--- config.mk ---
export PLATFORM = sky130hd
export DESIGN_NAME = raster_cell_boundary_classifier_top
export DESIGN_NICKNAME = d
export VERILOG_FILES = /design/src/hdl/rcbc_pkg.sv /design/src/hdl/rcbc_cell.sv /design/src/hdl/rcbc_align.sv /design/src/hdl/raster_cell_boundary_classifier_top.sv
export SDC_FILE = /design/constraint.sdc
export NUM_CORES = 2
export LEC_CHECK = 0
export ABC_AREA = 1
export BUFFER_PORTS_ARGS = -buffer_cell sky130_fd_sc_hd__buf_2
export CAP_MARGIN = 30
export CORE_MARGIN = 1
export CORE_UTILIZATION = 41
export DETAILED_ROUTE_END_ITERATION = 10
export GPL_ROUTABILITY_DRIVEN = 0
export PLACE_DENSITY_LB_ADDON = 0.08
export SKIP_LAST_GASP = 1
export SLEW_MARGIN = 5
export SYNTH_ARGS = -nofsm -noshare
export SYNTH_HDL_FRONTEND = slang
export SYNTH_SLANG_ARGS = --single-unit
--- constraint.sdc ---
create_clock -name clk -period 3.6 [get_ports clk]
set_input_delay 0.72 -clock clk [delete_from_list [all_inputs] [get_ports clk]]
set_output_delay 0.72 -clock clk [all_outputs]
set_load 0.05 [all_outputs]
--- src/hdl/rcbc_pkg.sv ---
// Shared types and constants of the raster cell boundary classifier.
`default_nettype none

package rcbc_pkg;

	localparam int CFG_IDX_W  = 2;
	localparam int CFG_DATA_W = 11;
	localparam int BYTE_W     = 8;
	localparam int RLEN_W     = 9;
	localparam int HEIGHT_W   = 11;
	localparam int COLUMN_W   = 8;
	localparam int ROWS_W     = 2;

	localparam logic [CFG_IDX_W-1:0] REG_TOKEN_CHAR  = 2'd0;
	localparam logic [CFG_IDX_W-1:0] REG_ROW_LENGTH  = 2'd1;
	localparam logic [CFG_IDX_W-1:0] REG_ACTIVE_ROWS = 2'd2;

	localparam logic [BYTE_W-1:0]   TOKEN_CHAR_RST  = 8'd35;
	localparam logic [RLEN_W-1:0]   ROW_LENGTH_RST  = 9'd256;
	localparam logic [HEIGHT_W-1:0] ACTIVE_ROWS_RST = 11'd1024;

	localparam logic [ROWS_W-1:0] ROWS_NONE  = 2'd0;
	localparam logic [ROWS_W-1:0] ROWS_FIRST = 2'd1;
	localparam logic [ROWS_W-1:0] ROWS_LATER = 2'd2;

	typedef enum logic [1:0] {
		SEQ_RUN,
		SEQ_UNWIND,
		SEQ_WIND
	} rcbc_seq_state_t;

	typedef struct packed {
		logic run;
		logic rotate;
	} rcbc_seq_t;

	typedef struct packed {
		logic shift;
		logic clear;
	} rcbc_cell_ctrl_t;

	typedef struct packed {
		logic [COLUMN_W-1:0] column;
		logic [HEIGHT_W-1:0] height;
		logic                left_open;
		logic                right_open;
		logic                top_open;
		logic                bottom_open;
		logic                internal;
		logic                last_row;
	} rcbc_result_t;

endpackage

`default_nettype wire

--- src/hdl/rcbc_cell.sv ---
// One column cell of the rotating line-store ring: upper and centre token marks.
`default_nettype none

module rcbc_cell (
	input  wire logic                     clk,
	input  wire logic                     arst_n,
	input  wire rcbc_pkg::rcbc_cell_ctrl_t ctrl,
	input  wire logic                     active,
	input  wire logic                     tail,
	input  wire logic                     nbr_upper,
	input  wire logic                     nbr_centre,
	input  wire logic                     feed_upper,
	input  wire logic                     feed_centre,
	output logic                          upper_q,
	output logic                          centre_q
);
	import rcbc_pkg::*;

	always_ff @(posedge clk or negedge arst_n) begin
		if (!arst_n) begin
			upper_q  <= 1'b0;
			centre_q <= 1'b0;
		end else if (ctrl.clear) begin
			upper_q  <= 1'b0;
			centre_q <= 1'b0;
		end else if (ctrl.shift && active) begin
			if (tail) begin
				upper_q  <= feed_upper;
				centre_q <= feed_centre;
			end else begin
				upper_q  <= nbr_upper;
				centre_q <= nbr_centre;
			end
		end
	end

endmodule

`default_nettype wire

--- src/hdl/rcbc_align.sv ---
// Ring length and phase tracking, with realignment after a row length change.
`default_nettype none

module rcbc_align #(
	parameter  int MAX_WIDTH = 256,
	localparam int LEN_W     = $clog2(MAX_WIDTH + 1),
	localparam int COL_W     = $clog2(MAX_WIDTH)
) (
	input  wire logic               clk,
	input  wire logic               arst_n,
	input  wire logic [LEN_W-1:0]   eff_len,
	input  wire logic [COL_W-1:0]   col,
	input  wire logic               item_shift,
	output rcbc_pkg::rcbc_seq_t     seq,
	output logic [LEN_W-1:0]        ring_len,
	output logic [COL_W-1:0]        phase
);
	import rcbc_pkg::*;

	localparam int RESET_LEN = (MAX_WIDTH < 256) ? MAX_WIDTH : 256;

	rcbc_seq_state_t  state_q, state_next;
	logic [LEN_W-1:0] ring_len_q;
	logic [COL_W-1:0] ph_q;
	logic [COL_W-1:0] target;
	logic [COL_W-1:0] ph_next;
	logic             ph_wrap;
	logic             len_match;

	assign len_match = (eff_len == ring_len_q);
	assign target    = (LEN_W'(col) >= eff_len) ? '0 : col;
	assign ph_wrap   = ((LEN_W'(ph_q) + LEN_W'(1)) == ring_len_q);
	assign ph_next   = ph_wrap ? '0 : ph_q + COL_W'(1);

	always_comb begin
		state_next = state_q;
		unique case (state_q)
			SEQ_RUN: begin
				if (!len_match) state_next = SEQ_UNWIND;
			end
			SEQ_UNWIND: begin
				if (ph_q == '0) state_next = SEQ_WIND;
			end
			SEQ_WIND: begin
				if (!len_match) state_next = SEQ_UNWIND;
				else if (ph_q == target) state_next = SEQ_RUN;
			end
			default: state_next = SEQ_RUN;
		endcase
	end

	always_comb begin
		seq = '0;
		unique case (state_q)
			SEQ_RUN: begin
				seq.run = len_match;
			end
			SEQ_UNWIND: begin
				seq.rotate = (ph_q != '0);
			end
			SEQ_WIND: begin
				seq.rotate = len_match && (ph_q != target);
			end
			default: seq = '0;
		endcase
	end

	always_ff @(posedge clk or negedge arst_n) begin
		if (!arst_n) begin
			state_q    <= SEQ_RUN;
			ring_len_q <= LEN_W'(RESET_LEN);
			ph_q       <= '0;
		end else begin
			state_q <= state_next;
			if (state_q == SEQ_UNWIND && ph_q == '0) ring_len_q <= eff_len;
			if (seq.rotate || item_shift) ph_q <= ph_next;
		end
	end

	assign ring_len = ring_len_q;
	assign phase    = ph_q;

endmodule

`default_nettype wire

--- src/hdl/raster_cell_boundary_classifier_top.sv ---
// Raster cell boundary classifier: token cells of a streamed raster, four-side exposure.
// Throughput: one item per cycle while the ring is aligned and the skid entry is empty; each result is registered.
// A two-entry output stage (register plus skid) keeps input flowing while a result waits.
// After a row length change the column-cell ring realigns, with input held.
// Reset clears both line stores, all counters and empties the output stage; registers take their defaults.
`default_nettype none

module raster_cell_boundary_classifier_top #(
	parameter int MAX_WIDTH = 256,
	parameter int MAX_ROWS  = 1024
) (
	input  wire logic                             clk,
	input  wire logic                             arst_n,
	input  wire logic                             cfg_we,
	input  wire logic [rcbc_pkg::CFG_IDX_W-1:0]   cfg_index,
	input  wire logic [rcbc_pkg::CFG_DATA_W-1:0]  cfg_data,
	input  wire logic                             in_valid,
	output logic                                  in_ready,
	input  wire logic [rcbc_pkg::BYTE_W-1:0]      cell_byte,
	input  wire logic                             pad_row,
	output logic                                  out_valid,
	input  wire logic                             out_ready,
	output logic [rcbc_pkg::COLUMN_W-1:0]         column,
	output logic [rcbc_pkg::HEIGHT_W-1:0]         height,
	output logic                                  left_open,
	output logic                                  right_open,
	output logic                                  top_open,
	output logic                                  bottom_open,
	output logic                                  internal,
	output logic                                  last_row
);
	import rcbc_pkg::*;

	localparam int LEN_W     = $clog2(MAX_WIDTH + 1);
	localparam int COL_W     = $clog2(MAX_WIDTH);
	localparam int IDX_LIMIT = ((MAX_ROWS - 1) > 2047) ? 2047 : (MAX_ROWS - 1);
	localparam int RI_W      = $clog2(IDX_LIMIT + 1);
	localparam int CMP_W     = (LEN_W > RLEN_W) ? LEN_W : RLEN_W;

	logic [BYTE_W-1:0]   token_char_q;
	logic [RLEN_W-1:0]   row_length_q;
	logic [HEIGHT_W-1:0] active_rows_q;

	logic [COL_W-1:0]  col_q;
	logic [RI_W-1:0]   row_index_q;
	logic [ROWS_W-1:0] rows_seen_q;
	logic              tail_upper_q;

	logic [CMP_W-1:0]  rl_ext;
	logic [LEN_W-1:0]  eff_len;
	logic [LEN_W-1:0]  ring_len;
	logic [COL_W-1:0]  phase;
	rcbc_seq_t         seq;
	rcbc_cell_ctrl_t   cell_ctrl;

	logic [MAX_WIDTH-1:0] up_bits;
	logic [MAX_WIDTH-1:0] ce_bits;
	logic                 feed_upper;
	logic                 feed_centre;

	logic         fire;
	logic         tok;
	logic         last_col;
	logic         res_hit;
	rcbc_result_t res;
	rcbc_result_t out_q;
	rcbc_result_t skid_q;
	logic         out_v_q;
	logic         skid_v_q;
	logic         out_take;
	logic [HEIGHT_W-1:0] ri_ext;

	// configuration
	always_ff @(posedge clk or negedge arst_n) begin
		if (!arst_n) begin
			token_char_q  <= TOKEN_CHAR_RST;
			row_length_q  <= ROW_LENGTH_RST;
			active_rows_q <= ACTIVE_ROWS_RST;
		end else if (cfg_we) begin
			unique case (cfg_index)
				REG_TOKEN_CHAR:  token_char_q  <= cfg_data[BYTE_W-1:0];
				REG_ROW_LENGTH:  row_length_q  <= cfg_data[RLEN_W-1:0];
				REG_ACTIVE_ROWS: active_rows_q <= cfg_data[HEIGHT_W-1:0];
				default: ;
			endcase
		end
	end

	assign rl_ext = CMP_W'(row_length_q);

	always_comb begin
		if (rl_ext == '0) eff_len = LEN_W'(1);
		else if (rl_ext > CMP_W'(MAX_WIDTH)) eff_len = LEN_W'(MAX_WIDTH);
		else eff_len = LEN_W'(rl_ext);
	end

	rcbc_align #(
		.MAX_WIDTH(MAX_WIDTH)
	) u_align (
		.clk       (clk),
		.arst_n    (arst_n),
		.eff_len   (eff_len),
		.col       (col_q),
		.item_shift(fire),
		.seq       (seq),
		.ring_len  (ring_len),
		.phase     (phase)
	);

	assign in_ready = seq.run && !skid_v_q;
	assign fire     = in_valid && in_ready;
	assign tok      = !pad_row && (cell_byte == token_char_q);
	assign last_col = ((LEN_W'(phase) + LEN_W'(1)) == ring_len);

	assign feed_upper  = fire ? ce_bits[0] : up_bits[0];
	assign feed_centre = fire ? tok : ce_bits[0];

	assign cell_ctrl.shift = fire || seq.rotate;
	assign cell_ctrl.clear = fire && last_col && pad_row;

	for (genvar p = 0; p < MAX_WIDTH; p++) begin : g_cell
		logic nbr_up;
		logic nbr_ce;
		if (p < MAX_WIDTH - 1) begin : g_mid
			assign nbr_up = up_bits[p+1];
			assign nbr_ce = ce_bits[p+1];
		end else begin : g_end
			assign nbr_up = 1'b0;
			assign nbr_ce = 1'b0;
		end
		rcbc_cell u_cell (
			.clk        (clk),
			.arst_n     (arst_n),
			.ctrl       (cell_ctrl),
			.active     (LEN_W'(p) < ring_len),
			.tail       (LEN_W'(p + 1) == ring_len),
			.nbr_upper  (nbr_up),
			.nbr_centre (nbr_ce),
			.feed_upper (feed_upper),
			.feed_centre(feed_centre),
			.upper_q    (up_bits[p]),
			.centre_q   (ce_bits[p])
		);
	end

	// classify the cell at the head of the ring
	assign ri_ext  = HEIGHT_W'(row_index_q);
	assign res_hit = fire && (rows_seen_q != ROWS_NONE) && ce_bits[0];

	always_comb begin
		res.column      = COLUMN_W'(phase);
		res.height      = (active_rows_q > ri_ext) ? active_rows_q - ri_ext : '0;
		res.left_open   = (phase != '0) && !tail_upper_q;
		res.right_open  = !last_col && !ce_bits[1];
		res.top_open    = (rows_seen_q == ROWS_LATER) && !up_bits[0];
		res.bottom_open = !pad_row && !tok;
		res.internal    = !(res.left_open || res.right_open || res.top_open
			|| res.bottom_open);
		res.last_row    = pad_row;
	end

	always_ff @(posedge clk or negedge arst_n) begin
		if (!arst_n) begin
			col_q        <= '0;
			row_index_q  <= '0;
			rows_seen_q  <= ROWS_NONE;
			tail_upper_q <= 1'b0;
		end else begin
			if (cell_ctrl.shift) tail_upper_q <= feed_upper;
			if (fire) begin
				if (last_col) begin
					col_q <= '0;
					if (pad_row) begin
						row_index_q <= '0;
						rows_seen_q <= ROWS_NONE;
					end else begin
						if (rows_seen_q != ROWS_NONE && row_index_q < RI_W'(IDX_LIMIT))
							row_index_q <= row_index_q + RI_W'(1);
						if (rows_seen_q != ROWS_LATER) rows_seen_q <= rows_seen_q + ROWS_W'(1);
					end
				end else begin
					col_q <= phase + COL_W'(1);
				end
			end
		end
	end

	// output register with skid entry
	assign out_take = out_v_q && out_ready;

	always_ff @(posedge clk or negedge arst_n) begin
		if (!arst_n) begin
			out_v_q  <= 1'b0;
			skid_v_q <= 1'b0;
		end else if (skid_v_q) begin
			if (out_take) begin
				out_v_q  <= 1'b1;
				skid_v_q <= 1'b0;
			end
		end else if (res_hit) begin
			if (!out_v_q || out_take) out_v_q <= 1'b1;
			else skid_v_q <= 1'b1;
		end else if (out_take) begin
			out_v_q <= 1'b0;
		end
	end

	always_ff @(posedge clk) begin
		if (skid_v_q) begin
			if (out_take) out_q <= skid_q;
		end else if (res_hit) begin
			if (!out_v_q || out_take) out_q <= res;
			else skid_q <= res;
		end
	end

	assign out_valid   = out_v_q;
	assign column      = out_q.column;
	assign height      = out_q.height;
	assign left_open   = out_q.left_open;
	assign right_open  = out_q.right_open;
	assign top_open    = out_q.top_open;
	assign bottom_open = out_q.bottom_open;
	assign internal    = out_q.internal;
	assign last_row    = out_q.last_row;

endmodule

`default_nettype wire

==> results summary <==
The flow ran to the end, but the final reports show violations. The checks that failed: negative setup slack. The mean routed wirelength per cell came out at 22.5 um. The net count of the mapped netlist is 6494. The effective utilization at floorplan is 0.414. In the finished design, the share of the clock period the worst path needs comes to 1.02. The number of DRC violations after detailed-routing iteration 0 came out at 4703. The number of nets in the layout came out at 6520. After technology mapping, the gate count stands at 6439. The worst supply voltage drop on vdd is 0.370 mV. The number of enable-type register cells in the synthesized netlist came out at 50.

The number of warnings printed during yosys synthesis came out at 0. The post-synthesis async set-or-reset flop share came out at 0.921. TritonCTS built the clock tree.

Using the TritonRoute via totals, the vias-per-cell ratio works out to 5.67. The area of the multi-input gates is 22200 um^2. The number of buffers on the longest clock path is 3. Entering global routing, the biggest net connects 137 pins. The synthesized netlist occupies a cell area of 41400 um^2. The number of endpoints with negative hold slack in the final report is 0. The number of buffers created by CTS is 78.

For the pin with the worst max-slew slack, the measured transition is 1.03 ns. The worst setup path is captured at a register. The number of cells traversed by the worst register-to-register path is 11. The critical path launch point type is a register.

The global-route usage over all layers is 0.332. The number of placed I/O pins is 54. The number of antenna violations at the first check in global routing is 5. The fill cell instance count of the final layout came out at 10291. The class of the worst hold path is primary input to async pin. For this run, the register share of the synthesized area comes to 0.388. The clock tree synthesis step divided the H-tree into 3 levels.

The number of max-capacitance violations reported came out at 0. The first detailed-routing pass took 6 iterations. Counting flops and latches in the post-synthesis netlist gives 632. The area of the core region is 100000 um^2.

By count the netlist is led by nand2_1 (2035), nor2_1 (1076), nand3_1 (813), dfrtp_1 (576), o21ai_0 (482). The minimum setup slack in the final design came out at -0.0561 ns. The clock latency on the worst-skew pair is 0.68 ns. The floorplan step defined a die boundary enclosing 102000 um^2.

Setup repair after global routing could not meet its margin everywhere. The sum of overflow across all layers after global routing came out at 0. For this run, design rule violations remaining after detail routing come to 0. Yosys attributes the largest share of cell area to dfrtp_1 (35%), nand2_1 (18%), nand3_1 (9.8%), nor2_1 (9.8%), o21ai_0 (5.8%). The worst setup slack before clock tree synthesis is 0.0206 ns. The wire length of the first global-routing pass is 258 mm. The final period demand of the worst path is 3.66 ns. The placed wire-length estimate after detailed placement came out at 113 mm. The fraction of synthesized cell area taken by the top area cell type is 0.348. The vias after detailed routing came out at 44354. The port buffer count is 53.

The CTS clock-pin slew for the worst setup and hold paths is 0.06 ns. The maximum operating frequency came out at 274 MHz. The standby leakage power came out at 24.9 nW.

The placed instances occupy a cell area of 44100 um^2. The post-route cell area is 47300 um^2. For this design the ratio of total power to cell area is 624 nW/um^2.

The clock tree skew after final layout came out at 0.0327 ns. In this run the tightest slew margin relative to its limit is 0.313. After synthesis, the netlist uses 44 different library cells. The endpoint required time on the critical path is 4.15 ns. The die span in x came out at 320 um. Along the worst path, the maximum fanout reaches 9. For this block, the routed nets add up to 176 mm of wire. The post-synthesis to final-layout area growth came out at 14.2%.

The detail route stage leaves a number of antenna-violating nets equal to 0. The placement row count came out at 116. The root buffer cell chosen for the clock tree is clkbuf_16.

The biggest area contributor in the post-synthesis netlist is dfrtp_1. The data arrival time of the critical path came out at 4.20 ns. The total count of max-transition violations in the final report came to 0. By instance count, the leading cell after synthesis is nand2_1. The number of endpoints failing setup at the final stage is 2. By startpoint and endpoint, the worst setup path is classified as register to register. The proportion of layout cells with a drive suffix above 1 came out at 0.0959.

Across the whole layout, storage elements account for 16100 um^2. The synthesized area per cell came out at 6.43 um^2. The die span in y came out at 320 um. The number of clock sinks seen by CTS came out at 632. The most used flip-flop cell after synthesis is dfrtp_1. The number of global-route vias before repair is 40677.
-- final timing paths --
path                       slack [ns]                       startpoint                                       to
max in group asynchronous        2.54                           arst_n  g_cell[209].u_cell.centre_q$_DFFE_PN0P_
min in group clk                 0.28                      cfg_data[9]             active_rows_q[9]$_DFFE_PN0P_
min                             0.007                           arst_n                    out_valid$_DFFE_PN0P_
max                             -0.06  u_align.ring_len[1]$_DFFE_PN0P_   g_cell[164].u_cell.upper_q$_DFFE_PN0P_
max reg2reg                     -0.06  u_align.ring_len[1]$_DFFE_PN0P_   g_cell[164].u_cell.upper_q$_DFFE_PN0P_
min reg2reg                      0.49       rows_seen_q[0]$_DFFE_PN0P_               rows_seen_q[0]$_DFFE_PN0P_
-- layout by cell type, fill, tap and decap left out, types with 5 or more instances in the layout --
cell type	count
clkinv_2	16
o21ai_0	482
nand2_1	2025
nand2_8	6
a21oi_1	213
nand4_1	24
nor4_1	6
nand2_2	9
buf_16	6
buf_12	54
nand3_1	812
dfrtp_1	574
nor2_2	9
buf_2	51
clkbuf_8	17
buf_6	8
inv_1	379
xor2_1	14
edfxtp_1	50
clkinv_1	23
nand2_4	5
a311oi_1	9
clkbuf_1	22
clkbuf_16	93
nor3_1	93
o31a_1	16
dfstp_2	6
inv_2	7
ha_1	27
a31oi_1	39
o31ai_1	12
buf_4	180
or2_2	135
nor2_1	1067
-- sequential cells by signal (all words and copies together), names as in the netlist, 9 cells and up --
name / cells
g_cell.u_cell.centre_q: 256
g_cell.u_cell.upper_q: 256
skid_q: 25
active_rows_q: 11
height: 11
row_index_q: 10
rl_ext: 9
u_align.ring_len: 9
-- critical path, cell delays in order, from the launching register on --
cell and delay, ns:
dfrtp_1 0.60, buf_4 0.26, nor2_1 0.13, inv_1 0.13
nor2_1 0.74, inv_1 0.77, nor2_1 0.48, inv_1 0.11
nor2_1 0.12, nor2_1 0.06, nand2_1 0.07, nand2_1 0.05
-- cell families after synthesis --
| kind of cell | Yosys count | synth area share |
|---|---|---|
| simple gates | 4194 | 0.419 |
| buf+inv | 785 | 0.0811 |
| compound gates | 784 | 0.0997 |
| flops | 632 | 0.388 |
| fa+ha+maj | 28 | 0.00864 |
| xor+xnor | 15 | 0.00317 |
| mux | 1 | 0.000272 |
-- through the flow --
stage / instances / util / setup TNS (ns) / hold WS (ns) / power [W]
global placement: 7655 / 0.441 / 0 / 0.468 / 0.0204
CTS: 7798 / 0.466 / 0 / 0.0525 / 0.0284
floorplan: 6439 / - / 0 / 0.420 / 0.0148
detailed placement: 7656 / 0.441 / 0 / 0.477 / 0.0204
finish: 7827 / 0.473 / -0.0923 / 0.00667 / 0.0295
global route: 7825 / 0.472 / -7.83 / 0.0614 / 0.0306
-- report_power, final --
| group | leakage (nW) | internal (W) | switching (W) |
|---|---|---|---|
| logic | 15.2 | 0.00359 | 0.00986 |
| clock network | 1.23 | 0.00449 | 0.00342 |
| registers | 8.49 | 0.00770 | 0.000452 |
| total | 24.9 | 0.0158 | 0.0137 |
-- layout make-up --
type	count	share of cell area
Multi-Input combinational cell	5027	0.470
Sequential cell	632	0.340
Clock buffer	118	0.0488
Antenna cell	2	0.000106
Clock inverter	24	0.00352
Timing Repair Buffer	316	0.0704
Tap cell	1298	0.0344
Inverter	410	0.0329
-- routing by layer --
layer / wire length (um) / global-route usage
met1: 72800 / 0.451
met2: 74500 / 0.499
met3: 18900 / 0.0739
met4: 9470 / 0.158
met5: 45 / 0
-- repair_timing --
item	4_1_cts	5_1_grt
pin swaps	0	2
gates cloned	0	23
setup buffers	0	4
setup endpoints to repair	2	493
resized for setup	4	32
hold buffers	0	0
(Power assumes the default switching activity.)
